<file path="src/design/ftda_pkg.sv">
package ftda_pkg;

  localparam int IntBits   = 31;
  localparam int MantBits  = 23;
  localparam int FracBits  = 24;
  localparam int NumDigits = 10;
  localparam int ConvSteps = IntBits;
  localparam int CntW      = $clog2(ConvSteps);
  localparam int DigIdxW   = $clog2(NumDigits);
  localparam int NdW       = 4;
  localparam int ShW       = 5;

  localparam logic [7:0] ExpBias     = 8'd127;
  localparam logic [7:0] ExpFieldMin = 8'd104;
  localparam logic [7:0] ExpFieldMax = 8'd157;

  localparam logic [NdW-1:0] MaxDecimals   = 4'd9;
  localparam logic [NdW-1:0] ZeroDecimals  = 4'd2;
  localparam logic [NdW-1:0] ResetDecimals = 4'd2;
  localparam logic [NdW-1:0] OneDigit      = 4'd1;

  localparam logic [7:0] AsciiZero  = 8'h30;
  localparam logic [7:0] AsciiPoint = 8'h2e;
  localparam logic [7:0] ErrorChar  = 8'h00;

  typedef enum logic [2:0] {
    StIdle,
    StDecide,
    StConvert,
    StLocate,
    StInt,
    StPoint,
    StFrac,
    StError
  } state_e;

  typedef struct packed {
    logic load;
    logic conv_step;
    logic locate;
    logic emit_int;
    logic emit_point;
    logic emit_frac;
    logic emit_err;
    logic last;
  } cmd_t;

  typedef struct packed {
    logic err;
    logic ipart_zero;
    logic conv_done;
    logic int_last;
    logic nd_zero;
    logic frac_last;
  } status_t;

endpackage

</file>
<file path="src/design/float_to_decimal_ascii.sv">
// Channel  Direction  Signals                                  Transaction
// input    in         start, busy, float_bits_i                start & !busy
// result   out        result_strobe_o, character_o,            one cycle per strobe
//                     is_last_o, error_o
// config   in         cfg_valid_i, cfg_ready_o, cfg_data_i     valid & ready
//
// Per value: load and decode, then the double-dabble conversion if the
// integer part is nonzero, then a search for the leading digit, then one
// character per cycle (up to 20). Out-of-range values give their single
// error result. busy drops while the last character is on the result port.
// Reset clears the FSM, the strobe and sets num_decimals to 2. Results
// cannot be stalled.
module float_to_decimal_ascii import ftda_pkg::*; (
  input  logic           clk_i,
  input  logic           rst_ni,
  input  logic           start,
  output logic           busy,
  input  logic [31:0]    float_bits_i,
  output logic           result_strobe_o,
  output logic [7:0]     character_o,
  output logic           is_last_o,
  output logic           error_o,
  input  logic           cfg_valid_i,
  output logic           cfg_ready_o,
  input  logic [NdW-1:0] cfg_data_i
);

  cmd_t    cmd;
  status_t status;
  logic    busy_int;

  assign busy        = busy_int;
  assign cfg_ready_o = !busy_int;

  ftda_ctrl u_ctrl (
    .clk_i    (clk_i),
    .rst_ni   (rst_ni),
    .start_i  (start),
    .status_i (status),
    .cmd_o    (cmd),
    .busy_o   (busy_int)
  );

  ftda_datapath u_datapath (
    .clk_i        (clk_i),
    .rst_ni       (rst_ni),
    .cfg_we_i     (cfg_valid_i && !busy_int),
    .cfg_data_i   (cfg_data_i),
    .float_bits_i (float_bits_i),
    .cmd_i        (cmd),
    .status_o     (status),
    .character_o  (character_o),
    .is_last_o    (is_last_o),
    .error_o      (error_o),
    .strobe_o     (result_strobe_o)
  );

endmodule

</file>
<file path="src/design/ftda_ctrl.sv">
module ftda_ctrl import ftda_pkg::*; (
  input  logic    clk_i,
  input  logic    rst_ni,
  input  logic    start_i,
  input  status_t status_i,
  output cmd_t    cmd_o,
  output logic    busy_o
);

  state_e state_q, state_d;

  always_ff @(posedge clk_i or negedge rst_ni) begin
    if (!rst_ni) begin
      state_q <= StIdle;
    end else begin
      state_q <= state_d;
    end
  end

  always_comb begin
    state_d = state_q;
    case (state_q)
      StIdle: begin
        if (start_i) state_d = StDecide;
      end
      StDecide: begin
        if (status_i.err) state_d = StError;
        else if (status_i.ipart_zero) state_d = StLocate;
        else state_d = StConvert;
      end
      StConvert: begin
        if (status_i.conv_done) state_d = StLocate;
      end
      StLocate: state_d = StInt;
      StInt: begin
        if (status_i.int_last) state_d = StPoint;
      end
      StPoint: begin
        state_d = status_i.nd_zero ? StIdle : StFrac;
      end
      StFrac: begin
        if (status_i.frac_last) state_d = StIdle;
      end
      StError: state_d = StIdle;
      default: state_d = StIdle;
    endcase
  end

  always_comb begin
    cmd_o = '0;
    case (state_q)
      StIdle:    cmd_o.load = start_i;
      StConvert: cmd_o.conv_step = 1'b1;
      StLocate:  cmd_o.locate = 1'b1;
      StInt:     cmd_o.emit_int = 1'b1;
      StPoint: begin
        cmd_o.emit_point = 1'b1;
        cmd_o.last       = status_i.nd_zero;
      end
      StFrac: begin
        cmd_o.emit_frac = 1'b1;
        cmd_o.last      = status_i.frac_last;
      end
      StError: begin
        cmd_o.emit_err = 1'b1;
        cmd_o.last     = 1'b1;
      end
      default: cmd_o = '0;
    endcase
  end

  assign busy_o = (state_q != StIdle);

endmodule

</file>
<file path="src/design/ftda_datapath.sv">
module ftda_datapath import ftda_pkg::*; (
  input  logic           clk_i,
  input  logic           rst_ni,
  input  logic           cfg_we_i,
  input  logic [NdW-1:0] cfg_data_i,
  input  logic [31:0]    float_bits_i,
  input  cmd_t           cmd_i,
  output status_t        status_o,
  output logic [7:0]     character_o,
  output logic           is_last_o,
  output logic           error_o,
  output logic           strobe_o
);

  // input decode
  logic [7:0]                  efield;
  logic [MantBits:0]           mant;
  logic                        is_zero;
  logic                        in_range;
  logic                        exp_pos;
  logic [7:0]                  sh_l_full;
  logic [7:0]                  sh_r_full;
  logic [IntBits+MantBits-1:0] wide;
  logic [IntBits-1:0]          ipart_ld;
  logic [FracBits-1:0]         frac_ld;
  logic [NdW-1:0]              nd_ld;

  logic [NdW-1:0]                   num_dec_q;
  logic                             err_q;
  logic [IntBits-1:0]               ipart_q;
  logic [NumDigits-1:0][3:0]        bcd_q;
  logic [FracBits-1:0]              frac_q;
  logic [NdW-1:0]                   nd_q;
  logic [CntW-1:0]                  cnt_q;
  logic [DigIdxW-1:0]               idx_q;
  logic                             strobe_q;
  logic [7:0]                       char_q;
  logic                             last_q;
  logic                             errout_q;

  logic [NumDigits-1:0][3:0] bcd_adj;
  logic [NumDigits*4-1:0]    bcd_flat;
  logic [DigIdxW-1:0]        msd;
  logic [FracBits+3:0]       prod;

  assign efield    = float_bits_i[30:23];
  assign mant      = {1'b1, float_bits_i[MantBits-1:0]};
  assign is_zero   = (float_bits_i[30:0] == '0);
  assign in_range  = (efield >= ExpFieldMin) && (efield <= ExpFieldMax);
  assign exp_pos   = (efield >= ExpBias);
  assign sh_l_full = efield - ExpBias;
  assign sh_r_full = (ExpBias - 8'd1) - efield;
  assign wide      = {{(IntBits-1){1'b0}}, mant} << sh_l_full[ShW-1:0];

  always_comb begin
    if (is_zero) begin
      ipart_ld = '0;
      frac_ld  = '0;
    end else if (exp_pos) begin
      ipart_ld = wide[IntBits+MantBits-1 -: IntBits];
      frac_ld  = {wide[MantBits-1:0], 1'b0};
    end else begin
      ipart_ld = '0;
      frac_ld  = mant >> sh_r_full[ShW-1:0];
    end
  end

  always_comb begin
    if (is_zero) nd_ld = ZeroDecimals;
    else if (frac_ld == '0) nd_ld = OneDigit;
    else if (num_dec_q > MaxDecimals) nd_ld = MaxDecimals;
    else nd_ld = num_dec_q;
  end

  // double dabble adjust
  always_comb begin
    for (int i = 0; i < NumDigits; i++) begin
      bcd_adj[i] = (bcd_q[i] >= 4'd5) ? bcd_q[i] + 4'd3 : bcd_q[i];
    end
  end

  assign bcd_flat = bcd_adj;

  always_comb begin
    msd = '0;
    for (int i = 0; i < NumDigits; i++) begin
      if (bcd_q[i] != 4'd0) msd = DigIdxW'(i);
    end
  end

  assign prod = {1'b0, frac_q, 3'b000} + {3'b000, frac_q, 1'b0};

  always_ff @(posedge clk_i or negedge rst_ni) begin
    if (!rst_ni) begin
      num_dec_q <= ResetDecimals;
      strobe_q  <= 1'b0;
    end else begin
      if (cfg_we_i) num_dec_q <= cfg_data_i;
      strobe_q <= cmd_i.emit_int | cmd_i.emit_point | cmd_i.emit_frac | cmd_i.emit_err;
    end
  end

  always_ff @(posedge clk_i) begin
    if (cmd_i.load) begin
      err_q   <= !is_zero && !in_range;
      ipart_q <= ipart_ld;
      bcd_q   <= '0;
      frac_q  <= frac_ld;
      nd_q    <= nd_ld;
      cnt_q   <= '0;
    end
    if (cmd_i.conv_step) begin
      bcd_q   <= {bcd_flat[NumDigits*4-2:0], ipart_q[IntBits-1]};
      ipart_q <= {ipart_q[IntBits-2:0], 1'b0};
      cnt_q   <= cnt_q + CntW'(1);
    end
    if (cmd_i.locate) idx_q <= msd;
    if (cmd_i.emit_int) idx_q <= idx_q - DigIdxW'(1);
    if (cmd_i.emit_frac) begin
      frac_q <= prod[FracBits-1:0];
      nd_q   <= nd_q - NdW'(1);
    end
    if (cmd_i.emit_int) char_q <= AsciiZero + {4'b0000, bcd_q[idx_q]};
    else if (cmd_i.emit_point) char_q <= AsciiPoint;
    else if (cmd_i.emit_frac) char_q <= AsciiZero + {4'b0000, prod[FracBits+3:FracBits]};
    else if (cmd_i.emit_err) char_q <= ErrorChar;
    last_q   <= cmd_i.last;
    errout_q <= cmd_i.emit_err;
  end

  assign status_o.err        = err_q;
  assign status_o.ipart_zero = (ipart_q == '0);
  assign status_o.conv_done  = (cnt_q == CntW'(ConvSteps - 1));
  assign status_o.int_last   = (idx_q == '0);
  assign status_o.nd_zero    = (nd_q == '0);
  assign status_o.frac_last  = (nd_q == OneDigit);

  assign strobe_o    = strobe_q;
  assign character_o = char_q;
  assign is_last_o   = last_q;
  assign error_o     = errout_q;

`ifndef SYNTHESIS
  a_err_is_last: assert property (@(posedge clk_i) disable iff (!rst_ni)
    strobe_q && errout_q |-> last_q)
    else $error("error result not marked last");

  a_frac_count: assert property (@(posedge clk_i) disable iff (!rst_ni)
    cmd_i.emit_frac |-> nd_q != '0)
    else $error("fraction digit emitted with empty count");

  a_msd_found: assert property (@(posedge clk_i) disable iff (!rst_ni)
    cmd_i.locate |=> (idx_q == '0) || (bcd_q[idx_q] != 4'd0))
    else $error("leading digit index points at a zero digit");
`endif

endmodule
</file>
<file path="config.mk">
export PLATFORM = sky130hd
export DESIGN_NAME = float_to_decimal_ascii
export DESIGN_NICKNAME = d
export VERILOG_FILES = /design/src/design/ftda_pkg.sv /design/src/design/float_to_decimal_ascii.sv /design/src/design/ftda_ctrl.sv /design/src/design/ftda_datapath.sv
export SDC_FILE = /design/constraint.sdc
export NUM_CORES = 1
export LEC_CHECK = 0
export BUFFER_PORTS_ARGS = -buffer_cell sky130_fd_sc_hd__buf_2
export CORE_MARGIN = 4
export CORE_UTILIZATION = 23
export DETAILED_ROUTE_END_ITERATION = 8
export PLACE_DENSITY_LB_ADDON = 0.08
export SLEW_MARGIN = 20
export SYNTH_ARGS = -nofsm -noshare
export SYNTH_HDL_FRONTEND = slang
export SYNTH_SLANG_ARGS = --single-unit
</file>
<file path="constraint.sdc">
create_clock -name clk_i -period 3.3 [get_ports clk_i]
set_clock_uncertainty 0.2 [all_clocks]
set_input_delay 0.33 -clock clk_i [delete_from_list [all_inputs] [get_ports clk_i]]
set_output_delay 0.33 -clock clk_i [all_outputs]
set_load 0.02 [all_outputs]
</file>
==> results.tsv <==
stage	metric	value	unit
final_layout	nNetsFinal	1376	
logic_synthesis	synth-edff-count	114	
logic_synthesis	synthArstFlopShare	0.06400	
grt	track_usage	0.1472	
floorplan	die_width	213.9	um
timing	hold_slack	0.07685	ns
drt	avgRoutedWirePerCell	18.10	um
logic_synthesis	synth_seq_cells	125	
final_layout	final_cell_mix	212 x buf_4, 130 x nor2_1, 114 x edfxtp_1	
pwr	max-vdd-ir-drop	0.3915	mV
pwr	p_seq_frac	0.345	
floorplan	fp-row-count	75	
placement	post-dp-hpwl	26090	um
timing	hold_violations	0	
setup_path	critPathMaxStageDelay	0.56	ns
grt	antenna_found_initial	0	
clock_network	htree_levels	4	
placement	routabilityCongestion	0.8501	
pwr	p_per_area	422.4	mW/mm^2
floorplan	core-area	0.04195	sq mm
status	status	finished, violations left	
timing	maxSlewViolCount	0	
final_layout	final_common_cell	buf_4	
final_layout	synthToLayoutAreaGrowth	34.55	%
timing	setup_slack	-0.03490	ns
drt	topRoutingLayerUsed	met4	
clock_network	cts_sinks	125	
final_layout	fill_cells	4399	
pwr	intPower	3.836	mW
logic_synthesis	yosysSeqAreaShare	0.3780	
grt	grt_max_degree	45	
floorplan	start_util	0.2324	
drt	drtIter0Drc	409	
logic_synthesis	synth_flop_cell	edfxtp_1	
drt	wl_met3	1033	um
pwr	p_sw	1.703	mW
clock_network	clk_latency	0.44	ns
timing	fmax	0.2999	GHz
setup_path	cp_max_fo	6	
pwr	p_clk_frac	0.344	
clock_network	cts_root_buf	clkbuf_16	
logic_synthesis	synth_area_leaders	edfxtp_1 35%, ha_1 6.8%, mux4_2 6.2%	
timing	setup_viol	3	
setup_path	cp.required	3.28	ns
drt	vias_per_cell	4.739	
setup_path	worstPathArrival	3.32	ns
job	drv_cap	0	
clock_network	clk_transition_reported_paths	0.06	ns
hold_path	min-delay-path-class	in -> async	
drt	postRouteWirelength	33200	um
floorplan	boundaryPins	53	
status	violations	negative setup slack	
drt	wl_met2	15070	um
logic_synthesis	avgSynthCellArea	9.355	sq um
clock_network	cts_tree	yes	
timing	grt_setup_unrepaired	true	
drt	num_vias	8691	
pwr	p_sw_frac	0.3075	
pwr	p_leak	5.223	nW
drt	ant_nets	0	
final_layout	diodes	0	
logic_synthesis	synth.distinct_cells	76	
clock_network	clockBufferDepth	2	
placement	port_buffers	49	
logic_synthesis	yosysTopAreaCellShare	0.3512	
logic_synthesis	synthCells	1042	
grt	gr-total-overflow	0	
setup_path	start_kind	input port	
drt	first_pass_iters	5	
timing	worstMarginPinSlew	0.7578	ns
floorplan	die_area	0.04574	sq mm
final_layout	drive_gt1_frac	0.3058	
timing	period_needed	3.335	ns
timing	finalCritPeriodShare	1.011	
floorplan	die_h	213.9	um
drt	wl_met1	16250	um
setup_path	crit_type	in -> reg	
logic_synthesis	syn_area	0.009748	sq mm
drt	drc_errors	0	
grt	grt_pass1_vias	8866	
pwr	power_frac_comb	0.310	
setup_path	path_cells	buf_12, inv_6, ha_4, buf_6, mux4_2, mux2i_2, nor2_1, a31oi_2, a2bb2oi_2, nand3_1, or4_4, or3_4, a41o_1	
final_layout	final_util	0.3127	
setup_path	slowest_stage	or4_4	
timing	slew_headroom	0.4929	
clock_network	cts_buffers	17	
logic_synthesis	yosysWarnings	0	
setup_path	end_kind	register	
logic_synthesis	synth_top_cell_by_area	edfxtp_1	
grt	grt_first_pass_wirelength	51540	um
routing by layer:
layer,vias to the layer above,GRT usage
met3,41,0.02063
met5,-,0
met2,164,0.2343
met4,0,0.05186
met1,4143,0.2053
li1,4343,-
path summary, 6_finish.rpt:
check | start | end | slack (ns) | cells past startpoint
setup / recovery | float_bits_i[23] | u_datapath.nd_q[1] | -0.03 | 13
setup reg to reg | u_datapath.frac_q[6] | u_datapath.character_o[2] | 0.12 | 11
max in group asynchronous | rst_ni | u_datapath.num_dec_q[1] | 2.57 | 2
min in group clk_i | start | u_datapath.err_q | 0.13 | 3
hold / removal | rst_ni | u_ctrl.state_q[0] | 0.08 | 2
hold reg to reg | u_datapath.num_dec_q[0] | u_datapath.num_dec_q[0] | 0.35 | 1
layout make-up:
class	instances	area (sq um)	share of cell area
multi-input cells	829	5972	0.4553
flip-flops and latches	125	3685	0.2809
repair buffers	277	2074	0.1582
well taps	539	674.4	0.05142
clock buffers	20	436.7	0.03329
clock inverters	12	146.4	0.01116
inverters	32	127.6	0.009730
cells by family after synthesis:
family,count (synthesis),share of synthesized area
flops,125,0.3780
compound gates,278,0.1767
xor+xnor,51,0.04659
simple gates,369,0.1728
buf+inv,89,0.03825
other cells,1,0.0003847
mux,75,0.1172
fa+ha+maj,54,0.07008
power by group through the flow:
stage	clock network, mW	logic [mW]	registers, mW
after floorplan	0	0.875	1.92
after global routing	2.05	1.89	1.92
after global placement	0	1.61	1.95
after CTS	1.97	1.69	1.91
after detailed placement	0	1.60	1.94
final	1.91	1.72	1.91
critical path, delay by kind of cell:
kind,cells,cell delay [ns]
muxes,2,0.73
adders and majority gates,1,0.30
buffers and inverters,3,0.27
AOI/OAI and AO/OA,3,0.57
and+or+nand+nor,4,1.11
synth_stat cells, types with 5 or more instances:
master    number
nand4_1       10
nor3_1        22
o21ai_0       75
buf_2          9
mux4_2        27
a211oi_1      11
ha_1          53
o22ai_1        8
and3_1        10
nor2_1       132
mux2i_1       29
or3_1          5
nand3_1       20
a31oi_1       11
inv_1         32
nor2b_1        9
nand2_1      107
and2_1         7
a21o_1        14
dfrtp_1        7
edfxtp_1     114
mux2_2        16
a21oi_1       91
xor2_1        27
clkbuf_1      39
nand2b_1      21
a22o_1        10
xnor2_1       23
nor4_1        13
what timing repair did:
| action | 4_1_cts | 5_1_grt |
|---|---|---|
| gates resized for setup | 51 | 22 |
| setup buffers | 19 | 9 |
| hold endpoints to repair | 12 | 0 |
| endpoints found under the setup margin | 10 | 11 |
| pin swaps | 26 | 14 |
| hold buffers | 5 | 0 |
registers in the layout, summed over array words and instances (netlist names), 3 cells and up:
| register | count |
|---|---|
| u_datapath.bcd_q | 40 |
| u_datapath.ipart_q | 31 |
| u_datapath.frac_q | 24 |
| u_datapath.character_o | 6 |
| u_datapath.cnt_q | 5 |
| u_datapath.idx_q | 4 |
| u_datapath.nd_q | 4 |
| u_datapath.num_dec_q | 4 |
| u_ctrl.state_q | 3 |
per-stage QoR:
| step | cells | setup TNS [ns] | setup WS [ns] | instance area [sq um] | total power, mW |
|---|---|---|---|---|---|
| floorplan | 1043 | -2.038 | -0.5721 | 9822 | 2.793 |
| global placement | 1770 | -3.914 | -0.7371 | 11990 | 3.555 |
| detailed placement | 1770 | -3.894 | -0.7647 | 11990 | 3.541 |
| CTS | 1826 | -0.1684 | -0.05287 | 12960 | 5.571 |
| global route | 1834 | -0.3452 | -0.1008 | 13120 | 5.854 |
| finish | 1834 | -0.07651 | -0.03490 | 13120 | 5.540 |
Power figures use the tool's default switching activity.
